===== config.mk =====
export PLATFORM = sky130hd
export DESIGN_NAME = dual_interval_timer_status
export DESIGN_NICKNAME = d
export VERILOG_FILES = /design/src/hw/rtl/dits_pkg.sv /design/src/hw/rtl/dual_interval_timer_status.sv /design/src/hw/rtl/dits_ctrl.sv /design/src/hw/rtl/dits_dp.sv
export SDC_FILE = /design/constraint.sdc
export NUM_CORES = 1
export LEC_CHECK = 0
export BUFFER_PORTS_ARGS = -buffer_cell sky130_fd_sc_hd__buf_2
export CAP_MARGIN = 25
export CORE_ASPECT_RATIO = 2
export CORE_UTILIZATION = 70
export DETAILED_ROUTE_END_ITERATION = 8
export PLACE_DENSITY = 0.92
export REMOVE_ABC_BUFFERS = 1
export SLEW_MARGIN = 20
export SYNTH_ARGS = -nofsm -noshare
export SYNTH_HDL_FRONTEND = slang
export SYNTH_SLANG_ARGS = --single-unit

===== constraint.sdc =====
create_clock -name clk -period 13.9 [get_ports clk]
set_input_delay 2.78 -clock clk [delete_from_list [all_inputs] [get_ports clk]]
set_output_delay 2.78 -clock clk [all_outputs]
set_load 0.02 [all_outputs]

===== src/hw/rtl/dits_pkg.sv =====
// Shared types and constants of the dual interval timer status block.
// Used by dits_ctrl, dits_dp and dual_interval_timer_status; depends on nothing else.

package dits_pkg;

	// Field widths
	localparam int CMD_W = 3;
	localparam int DATA_W = 8;
	localparam int CYC_W = 12;
	localparam int CPT_W = 20;
	localparam int STATUS_W = 8;
	localparam int FRAC_BITS_DEF = 8;

	// Reload values in whole master cycles
	localparam int RLA_W = 22;
	localparam int RLB_W = 24;

	localparam logic [CPT_W-1:0] CPT_RESET = 20'd44121;
	localparam logic [CPT_W-1:0] TICK_MIN = 20'd256;

	// Bus command codes
	localparam logic [CMD_W-1:0] CMD_SEL_I = 3'd0;
	localparam logic [CMD_W-1:0] CMD_DATA_I = 3'd1;
	localparam logic [CMD_W-1:0] CMD_ADV = 3'd5;

	// Register numbers
	localparam logic [DATA_W-1:0] REG_TA_HIGH = 8'h24;
	localparam logic [DATA_W-1:0] REG_TA_LOW = 8'h25;
	localparam logic [DATA_W-1:0] REG_TB = 8'h26;
	localparam logic [DATA_W-1:0] REG_MODE = 8'h27;
	localparam logic [DATA_W-1:0] REG_DAC = 8'h2A;

	// Mode register bits
	localparam int MODE_LOAD_A = 0;
	localparam int MODE_LOAD_B = 1;
	localparam int MODE_EN_A = 2;
	localparam int MODE_EN_B = 3;
	localparam int MODE_CLR_A = 4;
	localparam int MODE_CLR_B = 5;

	// Period arithmetic: ticks times 136.8, i.e. times 1368 then divided by 10
	localparam int PER_W = 17;
	localparam logic [10:0] A_BASE = 11'd1024;
	localparam logic [8:0] B_BASE = 9'd256;
	localparam logic [PER_W-1:0] A_TICKS = 17'd18;
	localparam logic [PER_W-1:0] B_TICKS = 17'd288;
	localparam int SC_W = 27;
	localparam logic [SC_W-1:0] SCALE_MUL = 27'd1368;
	// Reciprocal of ten, exact for every dividend below 2^30
	localparam int RECIP_W = 28;
	localparam int RECIP_SHIFT = 31;
	localparam logic [RECIP_W-1:0] RECIP_M = 28'd214748365;
	localparam int PR_W = SC_W + RECIP_W;

	typedef struct packed {
		logic load_item;
		logic set_select;
		logic write_reg;
		logic scale_load;
		logic scale_sel_b;
		logic scale_mul;
		logic commit_a;
		logic commit_b;
		logic adv_add;
		logic adv_tick;
		logic out_load;
	} dits_ctl_t;

	typedef struct packed {
		logic [CMD_W-1:0] item_cmd;
		logic sel_mode;
		logic accum_pos;
	} dits_sts_t;

endpackage


===== src/hw/rtl/dual_interval_timer_status.sv =====
// Dual interval timer status: an item is accepted only while the block is idle. A select
// or plain register write goes from decode to its result beat, a timer mode write first
// passes through the shared reload scaling pipe (states MA to MD), and a time advance
// steps the counters one sample period per cycle while the cycle balance stays positive.
// The result waits in an output register, so a stalled output holds the next item.
// arst_n clears all timer state and sets the tick period to 44121.

module dual_interval_timer_status #(
	parameter int FRAC_BITS = dits_pkg::FRAC_BITS_DEF
) (
	input  logic                          clk,
	input  logic                          arst_n,
	input  logic                          cfg_we,
	input  logic [dits_pkg::CPT_W-1:0]    cfg_wdata,  // cycles_per_tick
	input  logic                          s_tvalid,
	output logic                          s_tready,
	input  logic [23:0]                   s_tdata,    // data [7:0], cycles [19:8], zero [23:20]
	input  logic [dits_pkg::CMD_W-1:0]    s_tuser,    // cmd [2:0]
	output logic                          m_tvalid,
	input  logic                          m_tready,
	output logic [dits_pkg::STATUS_W-1:0] m_tdata     // status [7:0]
);

	dits_pkg::dits_ctl_t ctl;
	dits_pkg::dits_sts_t sts;

	dits_ctrl u_ctrl (
		.clk      (clk),
		.arst_n   (arst_n),
		.s_tvalid (s_tvalid),
		.s_tready (s_tready),
		.m_tvalid (m_tvalid),
		.m_tready (m_tready),
		.sts      (sts),
		.ctl      (ctl)
	);

	dits_dp #(
		.FRAC_BITS (FRAC_BITS)
	) u_dp (
		.clk       (clk),
		.arst_n    (arst_n),
		.cfg_we    (cfg_we),
		.cfg_wdata (cfg_wdata),
		.in_cmd    (s_tuser),
		.in_data   (s_tdata[7:0]),
		.in_cycles (s_tdata[19:8]),
		.ctl       (ctl),
		.sts       (sts),
		.status    (m_tdata)
	);

endmodule


===== src/hw/rtl/dits_ctrl.sv =====
// Sequencing controller of the dual interval timer status block.
// Depends on dits_pkg; drives dits_dp through a command struct.

module dits_ctrl (
	input  logic                clk,
	input  logic                arst_n,
	input  logic                s_tvalid,
	output logic                s_tready,
	output logic                m_tvalid,
	input  logic                m_tready,
	input  dits_pkg::dits_sts_t sts,
	output dits_pkg::dits_ctl_t ctl
);

	localparam logic [2:0] ST_IDLE = 3'd0;
	localparam logic [2:0] ST_DEC  = 3'd1;
	localparam logic [2:0] ST_MA   = 3'd2;
	localparam logic [2:0] ST_MB   = 3'd3;
	localparam logic [2:0] ST_MC   = 3'd4;
	localparam logic [2:0] ST_MD   = 3'd5;
	localparam logic [2:0] ST_TICK = 3'd6;
	localparam logic [2:0] ST_DONE = 3'd7;

	logic [2:0] state_q;
	logic [2:0] state_nxt;
	logic       out_valid_q;

	assign s_tready = (state_q == ST_IDLE);
	assign m_tvalid = out_valid_q;

	always_comb begin
		ctl = '0;
		state_nxt = state_q;
		unique case (state_q)
			ST_IDLE: begin
				if (s_tvalid) begin
					ctl.load_item = 1'b1;
					state_nxt = ST_DEC;
				end
			end
			ST_DEC: begin
				priority if (sts.item_cmd == dits_pkg::CMD_SEL_I) begin
					ctl.set_select = 1'b1;
					state_nxt = ST_DONE;
				end else if (sts.item_cmd == dits_pkg::CMD_DATA_I && sts.sel_mode) begin
					state_nxt = ST_MA;
				end else if (sts.item_cmd == dits_pkg::CMD_DATA_I) begin
					ctl.write_reg = 1'b1;
					state_nxt = ST_DONE;
				end else if (sts.item_cmd == dits_pkg::CMD_ADV) begin
					ctl.adv_add = 1'b1;
					state_nxt = ST_TICK;
				end else begin
					state_nxt = ST_DONE;
				end
			end
			// The two reload values share one scaling pipe, timer B following timer A through it.
			ST_MA: begin
				ctl.scale_load = 1'b1;
				state_nxt = ST_MB;
			end
			ST_MB: begin
				ctl.scale_mul = 1'b1;
				ctl.scale_load = 1'b1;
				ctl.scale_sel_b = 1'b1;
				state_nxt = ST_MC;
			end
			ST_MC: begin
				ctl.commit_a = 1'b1;
				ctl.scale_mul = 1'b1;
				state_nxt = ST_MD;
			end
			ST_MD: begin
				ctl.commit_b = 1'b1;
				state_nxt = ST_DONE;
			end
			ST_TICK: begin
				if (sts.accum_pos) begin
					ctl.adv_tick = 1'b1;
				end else begin
					state_nxt = ST_DONE;
				end
			end
			ST_DONE: begin
				if (!out_valid_q || m_tready) begin
					ctl.out_load = 1'b1;
					state_nxt = ST_IDLE;
				end
			end
			default: begin
				state_nxt = ST_IDLE;
			end
		endcase
	end

	always_ff @(posedge clk or negedge arst_n) begin
		if (!arst_n) begin
			state_q <= ST_IDLE;
			out_valid_q <= 1'b0;
		end else begin
			state_q <= state_nxt;
			if (ctl.out_load) begin
				out_valid_q <= 1'b1;
			end else if (m_tready) begin
				out_valid_q <= 1'b0;
			end
		end
	end

endmodule


===== src/hw/rtl/dits_dp.sv =====
// Datapath of the dual interval timer status block: registers, reload scaling,
// counters and cycle balance. Depends on dits_pkg; commanded by dits_ctrl.

module dits_dp #(
	parameter int FRAC_BITS = dits_pkg::FRAC_BITS_DEF
) (
	input  logic                                clk,
	input  logic                                arst_n,
	input  logic                                cfg_we,
	input  logic [dits_pkg::CPT_W-1:0]          cfg_wdata,
	input  logic [dits_pkg::CMD_W-1:0]          in_cmd,
	input  logic [dits_pkg::DATA_W-1:0]         in_data,
	input  logic [dits_pkg::CYC_W-1:0]          in_cycles,
	input  dits_pkg::dits_ctl_t                 ctl,
	output dits_pkg::dits_sts_t                 sts,
	output logic [dits_pkg::STATUS_W-1:0]       status
);

	localparam int CA_W = dits_pkg::RLA_W + FRAC_BITS + 1;
	localparam int CB_W = dits_pkg::RLB_W + FRAC_BITS + 1;
	localparam int ADD_W = dits_pkg::CYC_W + FRAC_BITS;
	localparam int ACC_W = ((ADD_W > dits_pkg::CPT_W) ? ADD_W : dits_pkg::CPT_W) + 2;

	logic [dits_pkg::CMD_W-1:0]  cmd_q;
	logic [dits_pkg::DATA_W-1:0] data_q;
	logic [dits_pkg::CYC_W-1:0]  cycles_q;

	logic [dits_pkg::CPT_W-1:0]  cpt_q;
	logic [dits_pkg::DATA_W-1:0] reg_select_q;
	logic [7:0]                  ta_high_q;
	logic [1:0]                  ta_low_q;
	logic [7:0]                  tb_per_q;
	logic [dits_pkg::DATA_W-1:0] mode_q;
	logic                        busy_q;
	logic                        ova_q;
	logic                        ovb_q;
	logic [dits_pkg::RLA_W-1:0]  reload_a_q;
	logic [dits_pkg::RLB_W-1:0]  reload_b_q;
	logic signed [CA_W-1:0]      count_a_q;
	logic signed [CB_W-1:0]      count_b_q;
	logic signed [ACC_W-1:0]     accum_q;

	logic [dits_pkg::SC_W-1:0]   scale_s1;
	logic [dits_pkg::PR_W-1:0]   prod_s2;
	logic [dits_pkg::STATUS_W-1:0] status_q;

	logic [10:0]                 a_span;
	logic [8:0]                  b_span;
	logic [dits_pkg::PER_W-1:0]  per_a;
	logic [dits_pkg::PER_W-1:0]  per_b;
	logic [dits_pkg::PER_W-1:0]  per_sel;
	logic [dits_pkg::RLB_W-1:0]  scaled;
	logic [dits_pkg::CPT_W-1:0]  tick;
	logic signed [CA_W-1:0]      count_a_dec;
	logic signed [CB_W-1:0]      count_b_dec;
	logic signed [CA_W-1:0]      fix_a;
	logic signed [CB_W-1:0]      fix_b;
	logic                        run_a;
	logic                        run_b;
	logic                        exp_a;
	logic                        exp_b;

	assign a_span = dits_pkg::A_BASE - {1'b0, ta_high_q, ta_low_q};
	assign b_span = dits_pkg::B_BASE - {1'b0, tb_per_q};
	assign per_a = dits_pkg::PER_W'(dits_pkg::PER_W'(a_span) * dits_pkg::A_TICKS);
	assign per_b = dits_pkg::PER_W'(dits_pkg::PER_W'(b_span) * dits_pkg::B_TICKS);
	assign per_sel = ctl.scale_sel_b ? per_b : per_a;
	// Floor of the scaled product divided by ten.
	assign scaled = prod_s2[dits_pkg::RECIP_SHIFT +: dits_pkg::RLB_W];

	assign tick = (cpt_q < dits_pkg::TICK_MIN) ? dits_pkg::TICK_MIN : cpt_q;

	assign fix_a = $signed({1'b0, reload_a_q, {FRAC_BITS{1'b0}}});
	assign fix_b = $signed({1'b0, reload_b_q, {FRAC_BITS{1'b0}}});
	assign count_a_dec = count_a_q - $signed({{(CA_W - dits_pkg::CPT_W){1'b0}}, tick});
	assign count_b_dec = count_b_q - $signed({{(CB_W - dits_pkg::CPT_W){1'b0}}, tick});
	assign run_a = !count_a_q[CA_W-1] && (count_a_q != '0);
	assign run_b = !count_b_q[CB_W-1] && (count_b_q != '0);
	assign exp_a = count_a_dec[CA_W-1] || (count_a_dec == '0);
	assign exp_b = count_b_dec[CB_W-1] || (count_b_dec == '0);

	assign sts.item_cmd = cmd_q;
	assign sts.sel_mode = (reg_select_q == dits_pkg::REG_MODE);
	assign sts.accum_pos = !accum_q[ACC_W-1] && (accum_q != '0);
	assign status = status_q;

	// Item and pipeline registers carry no reset.
	always_ff @(posedge clk) begin
		if (ctl.load_item) begin
			cmd_q <= in_cmd;
			data_q <= in_data;
			cycles_q <= in_cycles;
		end
		if (ctl.scale_load) begin
			scale_s1 <= dits_pkg::SC_W'(dits_pkg::SC_W'(per_sel) * dits_pkg::SCALE_MUL);
		end
		if (ctl.scale_mul) begin
			prod_s2 <= dits_pkg::PR_W'(scale_s1) * dits_pkg::PR_W'(dits_pkg::RECIP_M);
		end
		if (ctl.out_load) begin
			status_q <= {busy_q, 5'b0, ova_q, ovb_q};
		end
	end

	always_ff @(posedge clk or negedge arst_n) begin
		if (!arst_n) begin
			cpt_q <= dits_pkg::CPT_RESET;
			reg_select_q <= '0;
			ta_high_q <= '0;
			ta_low_q <= '0;
			tb_per_q <= '0;
			mode_q <= '0;
			busy_q <= 1'b0;
			ova_q <= 1'b0;
			ovb_q <= 1'b0;
			reload_a_q <= '0;
			reload_b_q <= '0;
			count_a_q <= '0;
			count_b_q <= '0;
			accum_q <= '0;
		end else begin
			if (cfg_we) begin
				cpt_q <= cfg_wdata;
			end
			if (ctl.set_select) begin
				reg_select_q <= data_q;
			end
			if (ctl.write_reg) begin
				unique case (reg_select_q)
					dits_pkg::REG_TA_HIGH: ta_high_q <= data_q;
					dits_pkg::REG_TA_LOW:  ta_low_q <= data_q[1:0];
					dits_pkg::REG_TB:      tb_per_q <= data_q;
					dits_pkg::REG_DAC:     busy_q <= 1'b1;
					default: begin
					end
				endcase
			end
			if (ctl.commit_a) begin
				if (data_q[dits_pkg::MODE_LOAD_A]) begin
					reload_a_q <= scaled[dits_pkg::RLA_W-1:0];
					count_a_q <= $signed({1'b0, scaled[dits_pkg::RLA_W-1:0],
						{FRAC_BITS{1'b0}}});
				end else begin
					reload_a_q <= '0;
					count_a_q <= '0;
				end
			end
			if (ctl.commit_b) begin
				mode_q <= data_q;
				if (data_q[dits_pkg::MODE_LOAD_B]) begin
					reload_b_q <= scaled;
					count_b_q <= $signed({1'b0, scaled, {FRAC_BITS{1'b0}}});
				end else begin
					reload_b_q <= '0;
					count_b_q <= '0;
				end
				if (data_q[dits_pkg::MODE_CLR_A]) begin
					ova_q <= 1'b0;
				end
				if (data_q[dits_pkg::MODE_CLR_B]) begin
					ovb_q <= 1'b0;
				end
			end
			if (ctl.adv_add) begin
				accum_q <= accum_q + $signed({{(ACC_W - ADD_W){1'b0}}, cycles_q,
					{FRAC_BITS{1'b0}}});
			end
			// One sample period: only running counters move, an expired one reloads, busy clears and the balance drops.
			if (ctl.adv_tick) begin
				if (run_a) begin
					if (exp_a) begin
						count_a_q <= fix_a;
						if (mode_q[dits_pkg::MODE_EN_A]) begin
							ova_q <= 1'b1;
						end
					end else begin
						count_a_q <= count_a_dec;
					end
				end
				if (run_b) begin
					if (exp_b) begin
						count_b_q <= fix_b;
						if (mode_q[dits_pkg::MODE_EN_B]) begin
							ovb_q <= 1'b1;
						end
					end else begin
						count_b_q <= count_b_dec;
					end
				end
				busy_q <= 1'b0;
				accum_q <= accum_q - $signed({{(ACC_W - dits_pkg::CPT_W){1'b0}}, tick});
			end
		end
	end

endmodule


==> results of run 1 <==
==> area by class of cell <==
class                           instances  share of cell area
Multi-Input combinational cell       1888              0.6258
Clock buffer                           31             0.02602
Tap cell                              454             0.02080
Timing Repair Buffer                   66             0.01402
Clock inverter                         14            0.005359
Inverter                              408             0.05607
Sequential cell                       260              0.2519
==> state kept, by name, indices dropped and copies added, names as in the netlist <==
name and cells:
u_dp.status 3, u_dp.prod_s2 24, u_dp.ta_low_q 2, u_dp.cycles_q 12, u_dp.scale_s1 23, u_dp.ta_high_q 8
u_dp.tb_per_q 8, u_dp.reload_a_q 22, u_ctrl.state_q 3, u_dp.cpt_q 20, u_dp.count_b_q 33, u_dp.ovb_q 1
u_dp.mode_q 2, u_dp.reg_select_q 8, u_dp.ova_q 1, u_dp.busy_q 1, u_ctrl.m_tvalid 1, u_dp.accum_q 22
u_dp.cmd_q 3, u_dp.count_a_q 31, u_dp.reload_b_q 24, u_dp.data_q 8
==> cell usage after synthesis, types with 7 or more instances <==
master | count | area (µm²)
xnor2_1 | 87 | 762.0
a21o_1 | 49 | 367.9
nand4_1 | 19 | 118.9
xor2_1 | 45 | 394.1
o21a_1 | 24 | 180.2
a31oi_1 | 23 | 143.9
or3_1 | 17 | 106.4
fa_1 | 196 | 3924
and3_1 | 18 | 112.6
a22o_1 | 61 | 534.3
o31ai_1 | 19 | 142.6
clkbuf_1 | 66 | 247.7
mux2i_1 | 10 | 100.1
nor3_1 | 62 | 310.3
a221oi_1 | 31 | 271.5
ha_1 | 373 | 4667
nand2b_1 | 18 | 112.6
o211ai_1 | 19 | 142.6
a22oi_1 | 21 | 157.7
edfxtp_1 | 73 | 2192
or4_1 | 13 | 97.59
o21bai_1 | 20 | 150.1
nand2_1 | 148 | 555.5
o31a_1 | 10 | 87.58
mux2_2 | 34 | 382.9
nor4_1 | 30 | 187.7
a211oi_1 | 12 | 90.09
or2_2 | 12 | 75.07
a21oi_1 | 124 | 620.6
dfstp_2 | 8 | 210.2
a221o_1 | 7 | 70.07
nor3b_1 | 7 | 52.55
o21ai_0 | 96 | 480.5
and2_1 | 16 | 100.1
nand3b_1 | 7 | 52.55
dfrtp_1 | 179 | 4479
nor2_1 | 111 | 416.7
inv_1 | 408 | 1531
a21boi_0 | 8 | 60.06
nand3_1 | 40 | 200.2
nor2b_1 | 31 | 193.9
==> metal layers <==
| layer | GRT usage | share of wire | vias to the layer above | wire [µm] |
|---|---|---|---|---|
| met4 | 0.3904 | 0.11 | 0 | 8301 |
| met2 | 0.7067 | 0.52 | 944 | 37930 |
| met3 | 0.07648 | 0.055 | 449 | 3967 |
| li1 | - | - | 9227 | - |
| met5 | 0 | 0 | - | 0 |
| met1 | 0.3656 | 0.31 | 10110 | 22380 |
==> worst paths after layout <==
| check | startpoint | end | slack (ns) | cells past startpoint |
|---|---|---|---|---|
| setup / recovery | u_dp.scale_s1[10] | u_dp.prod_s2[54] | 6.30 | 24 |
| hold / removal | u_dp.busy_q | u_dp.status[7] | 0.46 | 0 |
| setup reg to reg | u_dp.scale_s1[10] | u_dp.prod_s2[54] | 6.30 | 24 |
| hold reg to reg | u_dp.busy_q | u_dp.status[7] | 0.46 | 0 |
| max in group asynchronous | arst_n | u_dp.count_b_q[3] | 10.08 | 2 |
| min in group asynchronous | arst_n | u_dp.cpt_q[16] | 2.31 | 1 |
==> per-stage QoR <==
| step | cell area (µm²) | util | worst slack [ns] | hold WS [ns] |
|---|---|---|---|---|
| 2_1_floorplan | 25450 | - | 7.269 | 0.4186 |
| 3_3_place_gp | 26430 | 0.7257 | 6.511 | 0.4395 |
| 3_5_place_dp | 26430 | 0.7257 | 6.382 | 0.4442 |
| 4_1_cts | 27290 | 0.7493 | 6.348 | 0.4619 |
| 5_1_grt | 27310 | 0.7501 | 5.904 | 0.4656 |
| 6_report | 27310 | 0.7501 | 6.304 | 0.4642 |
==> cell families (layout without fill, tap and decap cells) <==
logic type	count (synthesis)	after routing	share of synthesized area
flip-flops	260	260	0.2671
buffers and inverters	488	519	0.07221
multiplexers	44	44	0.01875
adder cells (fa/ha/maj)	569	569	0.3334
XOR/XNOR	132	132	0.04487
other	1	5	0.0001455
AO/OA/AOI/OAI	575	575	0.1541
AND/OR/NAND/NOR	563	563	0.1094
==> worst max-delay path: stages (launching register included) <==
cell	delay [ns]
edfxtp_1	0.48
inv_1	0.08
ha_1	0.34
fa_1	0.52
inv_1	0.07
fa_1	0.55
fa_1	0.58
inv_1	0.10
fa_1	0.61
inv_1	0.09
fa_1	0.50
fa_1	0.49
ha_1	0.32
a21oi_1	0.17
nor2b_1	0.08
o21ai_0	0.27
nand3_1	0.14
o211ai_1	0.31
a31o_2	0.24
a21oi_1	0.13
a221o_1	0.41
a211oi_1	0.38
o31ai_1	0.18
a21oi_1	0.23
xnor2_1	0.09
==> results by group, run 1 <==
Setup path
  – Critical path launch point type: register
  – Kind of critical path: register to register
  – Critical Path End Type: register
  – WP data arrival: 7.90 ns
  – Worst-path maximum fanout: 5
  – WP data required: 14.20 ns

Die
  – Die width: 137.7 µm
  – Rows: 99
  – Core ar.: 36420 µm²
  – Die span in y: 273.3 µm
  – Initial Utilization: 0.7075
  – Die area: 37630 µm²
  – IO Count: 62

Finish
  – Non-filler cells, final: 3121
  – Area of the multi-input gates: 17090 µm²
  – Most common cell after layout, fill and taps aside: inv_1
  – Share of post-route cells with drive strength above 1: 0.06749
  – Area added between synthesis and finish: 6.017%
  – Filler Cell Count: 2456
  – Final net count: 3270
  – Flip-flop and latch area: 6882 µm²
  – Most frequent cells in the layout: inv_1 (408), ha_1 (373), fa_1 (196)
  – Antenna Cells: 0

Placed design
  – Port bufs: 52
  – DP HPWL: 56.10 mm
  – Placed cell count: 3074
  – RePlAce Congestion: 1.033

STA
  – Final hold vios: 0
  – Setup TNS Final: 0 ns
  – Fin crit share: 0.5464
  – Fmax achieved: 131.7 MHz
  – Final min period: 7.596 ns
  – RSZ-0062 raised after global routing: false
  – Clk_skew: 0.01769 ns
  – Slew @ Worst Pin: 1.111 ns
  – Final Slew Violations: 0
  – Endpoints failing setup: 0
  – Relative slew slack: 0.2594

GRT
  – Largest net degree at the start of global routing: 129
  – Vias in the first global route: 21.98k
  – First-pass GRT wire length: 113.0 mm
  – Gr ovfl total: 0
  – Initial antenna violation count: 0
  – Gr usage total: 0.3987

Drt
  – Vias: 20.73k
  – DRT Pass-1 Iters: 8
  – Starting DRT DRC Count: 1560
  – Wire per inst: 23.25 µm
  – DRC viols: 0
  – DRT antenna net count: 0
  – Routed wire length: 72.58 mm
  – Post-DR vias/cell: 6.641

Clock network
  – CTS max path bufs: 3
  – Skew-Pair Late Insertion Delay: 0.56 ns
  – CTS root buffer: clkbuf_16
  – Worst-path clk slew: 0.08 ns
  – TritonCTS clock tree: built
  – Total CTS buffers: 25
  – # clock sinks: 260
  – Postcts setup bufs: 0
  – H-Tree Level Count: 1
  – Cts hold-fix bufs: 0
  – # resized after CTS: 0

Synth
  – Sequential area share after synthesis: 0.2671
  – Post-synth cell types: 79
  – Post-synth top flop: dfrtp_1
  – EDFF count, synth: 73
  – Synth Instances: 2632
  – Flip-flop and latch count after synthesis: 260
  – Number of synthesis warnings: 0
  – Area of the mapped netlist: 25760 µm²
  – Ys async rst share: 0.7192
  – Syn Area/Cell: 9.789 µm²

Run
  – Max cap viols: 0

Worst hold path
  – Worst min path class: register to register

Status
  – Outcome: finished, final reports clean
Power of run 1 is left out: the tool's default activity adds up to more than one toggle a clock period on the data nets, which glitch-free logic cannot reach.
==> run 2, diff against run 1 <==
CORE_UTILIZATION = 65   (was 70)
PLACE_DENSITY = 0.86   (was 0.92)
clock period = 7.1 ns   (was 13.9 ns; I/O delays follow)
==> run 2 against run 1 <==
Effect of this change:
- cell count grew 4.3%
- worst hold slack gained 0.0021 ns
- wire length grew 2.2%
- clock skew grew 0.012 ns
- global-route usage shrank 3.2 points
- critical path depth shrank 1
- count of clock-buffer cells in the layout shrank 1
- critical path type unchanged
- sequential share of layout area shrank 0.81 points
- non-clock buffer count grew 66
- register-to-register slack lost 6.3 ns
- die area grew 7.6%
==> results by group, run 2 (same netlist as run 1, synthesis figures left out) <==
Status
  – Outcome: finished, final reports clean

Die
  – Core ar.: 38920 µm²
  – Die area: 40490 µm²
  – Die width: 142.8 µm
  – Initial Utilization: 0.6619
  – IO Count: 62
  – Die span in y: 283.6 µm
  – Rows: 102

Worst hold path
  – Worst Min Path Start: u_dp.busy_q
  – Worst min path class: register to register

GRT
  – Largest net degree at the start of global routing: 96
  – Gr usage total: 0.3670
  – Initial antenna violation count: 2
  – Vias in the first global route: 22.43k
  – Gr ovfl total: 0
  – First-pass GRT wire length: 113.3 mm

STA
  – Clk_skew: 0.03017 ns
  – Slew @ Worst Pin: 1.017 ns
  – Fin crit share: 0.9925
  – Setup TNS Final: 0 ns
  – Final hold vios: 0
  – Fmax achieved: 141.9 MHz
  – Final min period: 7.047 ns
  – Endpoints failing setup: 0
  – Relative slew slack: 0.3190
  – RSZ-0062 raised after global routing: true
  – Final Slew Violations: 0

Finish
  – Antenna Cells: 0
  – Share of post-route cells with drive strength above 1: 0.1108
  – Largest register FFs: 33
  – Most common cell after layout, fill and taps aside: inv_1
  – Most frequent cells in the layout: inv_1 (405), ha_1 (363), fa_1 (189)
  – Top flop regs: u_dp.count_b_q (33), u_dp.count_a_q (31)
  – Area added between synthesis and finish: 9.572%
  – Filler Cell Count: 2655
  – Area of the multi-input gates: 17450 µm²
  – Final net count: 3336
  – Flip-flop and latch area: 6883 µm²
  – Register bank with the most flops: u_dp.count_b_q

Setup path
  – Kind of critical path: register to register
  – WP data arrival: 7.37 ns
  – WP data required: 7.43 ns
  – CP startpoint: u_dp.scale_s1[25]
  – Critical Path End Type: register
  – Worst-path maximum fanout: 5
  – FF-to-FF Start: u_dp.scale_s1[25]
  – Critical path launch point type: register

Placed design
  – Port bufs: 52
  – RePlAce Congestion: 1.028
  – DP HPWL: 56.32 mm

Drt
  – DRC viols: 0
  – DRT antenna net count: 0
  – Routed wire length: 74.15 mm
  – Post-DR vias/cell: 6.419
  – Vias: 20.89k
  – Wire per inst: 22.79 µm
  – DRT Pass-1 Iters: 6
  – Starting DRT DRC Count: 1327

Run
  – Max cap viols: 0

Clock network
  – TritonCTS clock tree: built
  – Skew-Pair Late Insertion Delay: 0.57 ns
  – Cts hold-fix bufs: 0
  – Total CTS buffers: 25
  – # clock sinks: 260
  – CTS root buffer: clkbuf_16
  – Worst-path clk slew: 0.08 ns
  – H-Tree Level Count: 1
  – CTS max path bufs: 3
==> run 2: changes by cell type in the layout (fill, tap and decap cells not counted), moves of 4 or more <==
cell,before,now
clkinv_2,5,1
fa_1,196,189
buf_4,12,76
a21oi_2,0,9
ha_4,0,9
a211oi_1,11,7
nor2_1,111,107
a21oi_1,124,113
fa_2,0,7
ha_1,373,363
==> run 2: path summary, 6_finish.rpt <==
kind / endpoint / slack (ns) / cells past startpoint
max: u_dp.prod_s2[54] / 0.05 / 23
min: u_dp.status[7] / 0.47 / 0
max reg2reg: u_dp.prod_s2[54] / 0.05 / 23
min reg2reg: u_dp.status[7] / 0.47 / 0
max in group asynchronous: u_dp.ta_high_q[2] / 4.79 / 2
min in group asynchronous: u_dp.count_a_q[20] / 0.91 / 1
==> run 2: through the flow <==
stage	instance area, µm²	worst slack (ns)	util	hold WS (ns)	std cells
3_5_place_dp	26960	-0.1464	0.6926	0.4496	3199
5_1_grt	28230	-0.1057	0.7253	0.4872	3254
2_1_floorplan	25450	0.4694	-	0.4186	2556
3_3_place_gp	26950	-0.03653	0.6923	0.4376	3198
4_1_cts	27810	0.008592	0.7144	0.4653	3245
6_report	28230	0.05330	0.7253	0.4663	3254
==> run 2: critical path, stage by stage, from the launching register on <==
cell and delay [ns]:
edfxtp_1 0.35, inv_1 0.06, ha_1 0.37, fa_2 0.44, fa_2 0.51, buf_4 0.17, fa_1 0.60, inv_1 0.13
fa_1 0.53, fa_1 0.58, inv_1 0.07, fa_1 0.54, inv_1 0.04, ha_1 0.36, a21o_1 0.19, a21o_1 0.20
a21oi_2 0.19, a31o_2 0.24, a21oi_4 0.08, a221o_1 0.44, a211oi_4 0.34, o31ai_4 0.13, a21oi_2 0.15, xnor2_1 0.07
==> run 2: layout make-up <==
cell class | instances | area share
clock inverter | 16 | 0.005363
tap | 520 | 0.02305
clock buffer | 30 | 0.02393
inverter | 408 | 0.05425
sequential | 260 | 0.2438
timing repair buffer | 132 | 0.03160
multi-input combinational | 1888 | 0.6180
==> run 2: layer usage <==
metal  track usage  vias up  share of wire
li1              -     9347              -
met1        0.3163    10180           0.30
met2        0.6689      889           0.52
met3       0.07476      467          0.059
met4        0.3694        4           0.12
met5             0        -        0.00036
==> run 2: repair_timing <==
item	in CTS	in global routing
resized for setup	7	63
endpoints found under the setup margin	5	14
pin swaps	1	26
buffers inserted	0	7
Power of run 2 is left out for the same reason.
==> run 3, diff against run 2 <==
PLACE_DENSITY = 0.82   (was 0.86)
==> run 3 against run 2 <==
Effect of this change:
- cell count is 0.12% higher
- critical path depth rose by 8
- die area unchanged
- worst setup slack better by 0.033 ns
- worst hold slack gained 0.0039 ns
- sequential share of layout area about the same
- wire length shrank 3.3%
- non-clock buffer count rose by 2
- first-iteration DRC count up 0.83%
- fmax is 0.47% higher
- global-route usage is 0.67 points lower
==> results by group, run 3 (same netlist as run 1, synthesis figures left out) <==
Finish
  – Final net count: 3339
  – Antenna Cells: 0
  – Area added between synthesis and finish: 9.727%
  – Share of post-route cells with drive strength above 1: 0.1110
  – Register bank with the most flops: u_dp.count_b_q
  – Final instance area: 28270 µm²
  – Top flop regs: u_dp.count_b_q (33), u_dp.count_a_q (31)
  – Most frequent cells in the layout: inv_1 (406), ha_1 (363), fa_1 (189)
  – Largest register FFs: 33
  – Filler Cell Count: 2718
  – Post-layout util: 0.7263
  – Most common cell after layout, fill and taps aside: inv_1

Clock network
  – Skew-Pair Late Insertion Delay: 0.57 ns
  – Cts hold-fix bufs: 0
  – TritonCTS clock tree: built
  – H-Tree Level Count: 1
  – CTS root buffer: clkbuf_16
  – Worst-path clk slew: 0.08 ns
  – # clock sinks: 260
  – Total CTS buffers: 26
  – CTS max path bufs: 3

Setup path
  – Top cell by count, worst path: inv_1
  – WP data arrival: 7.33 ns
  – WP depth: 31
  – Worst-path maximum fanout: 3
  – Critical path launch point type: register
  – FF-to-FF Start: u_dp.ta_high_q[2]
  – CP startpoint: u_dp.ta_high_q[2]
  – Worst path max stage delay: 0.58 ns
  – CP endpoint: u_dp.scale_s1[26]
  – Critical Path End Type: register
  – WP data required: 7.41 ns
  – Top delay family on crit path: adder cells
  – CP Buf/Inv Count: 6
  – R2R Setup Slk: 0.09 ns
  – FF-to-FF End: u_dp.scale_s1[26]
  – Kind of critical path: register to register
  – CP max stage cell: or4_4
  – Path depth of the worst reg2reg path: 31

STA
  – Endpoints failing setup: 0
  – Setup TNS Final: 0 ns
  – Fin crit share: 0.9878
  – Final min period: 7.013 ns
  – Fmax achieved: 142.6 MHz
  – Final Slew Violations: 0
  – Setup slack after layout: 0.08656 ns
  – Clk_skew: 0.01719 ns
  – Relative slew slack: 0.3132
  – Slew @ Worst Pin: 1.030 ns
  – Final hold vios: 0

Placed design
  – RePlAce Congestion: 0.9995
  – DP HPWL: 56.08 mm
  – Port bufs: 52
  – Placed Instance Area: 26970 µm²
  – DP Worst Slack: -0.1446 ns

Drt
  – DRC viols: 0
  – Vias: 20.68k
  – Starting DRT DRC Count: 1338
  – Routed wire length: 71.73 mm
  – Wire per inst: 22.02 µm
  – Post-DR vias/cell: 6.347
  – DRT Pass-1 Iters: 5
  – DRT antenna net count: 0

Die
  – Core ar.: 38920 µm²
  – Die width: 142.8 µm
  – Rows: 102
  – Die area: 40490 µm²
  – IO Count: 62
  – Initial Utilization: 0.6619
  – Die span in y: 283.6 µm

GRT
  – Gr ovfl total: 0
  – Initial antenna violation count: 1
  – Vias in the first global route: 22.02k
  – Gr usage total: 0.3603
  – First-pass GRT wire length: 111.3 mm
  – Largest net degree at the start of global routing: 73

Run
  – Max cap viols: 0

Status
  – Outcome: finished, final reports clean

Worst hold path
  – Worst min path class: register to register
-- run 3: timing repair --
item | CTS | global route
pin swaps | 1 | 27
resized for setup | 5 | 56
buffers inserted | 0 | 8
setup endpoints to repair | 4 | 14
-- run 3: stage by stage --
step	hold slack (ns)	instances
global placement	0.4381	3199
global route	0.4908	3258
detailed placement	0.4557	3200
floorplan	0.4186	2556
CTS	0.4728	3248
finish	0.4702	3258
-- run 3: final cells by class --
cell class	instances	area (µm²)	area share
clock inverter	20	216.5	0.007657
tap	520	650.6	0.02301
inverter	408	1531	0.05417
timing repair buffer	134	888.4	0.03142
clock buffer	28	700.7	0.02478
sequential	260	6883	0.2435
multi-input combinational	1888	17400	0.6155
-- run 3: worst register-to-register path: cells and delay by family, from the launching register on --
kind	cells	cell delay (ns)
AOI/OAI and AO/OA	10	1.66
xor gates and xnor gates	3	0.42
adders and majority gates	6	2.49
buffers and inverters	6	0.48
DFF	1	0.41
and+or+nand+nor	6	1.28
-- run 3: layer usage --
| metal | global-route usage | routed length, µm | share of wire | up-vias |
|---|---|---|---|---|
| met5 | 0 | 15 | 0.00021 | - |
| met4 | 0.3661 | 8497 | 0.12 | 2 |
| met1 | 0.3197 | 22070 | 0.31 | 10100 |
| met3 | 0.06075 | 3398 | 0.047 | 407 |
| li1 | - | - | - | 9365 |
| met2 | 0.6544 | 37750 | 0.53 | 806 |
-- run 3: how the worst min path moves through the flow --
stage                      startpoint        endpoint  cells after the start
after floorplan            u_dp.ova_q  u_dp.status[1]                      0
after global placement    u_dp.busy_q  u_dp.status[7]                      0
after detailed placement  u_dp.busy_q  u_dp.status[7]                      0
after CTS                 u_dp.busy_q  u_dp.status[7]                      0
after global routing      u_dp.busy_q  u_dp.status[7]                      0
final                     u_dp.busy_q  u_dp.status[7]                      0
Power of run 3 is left out for the same reason.
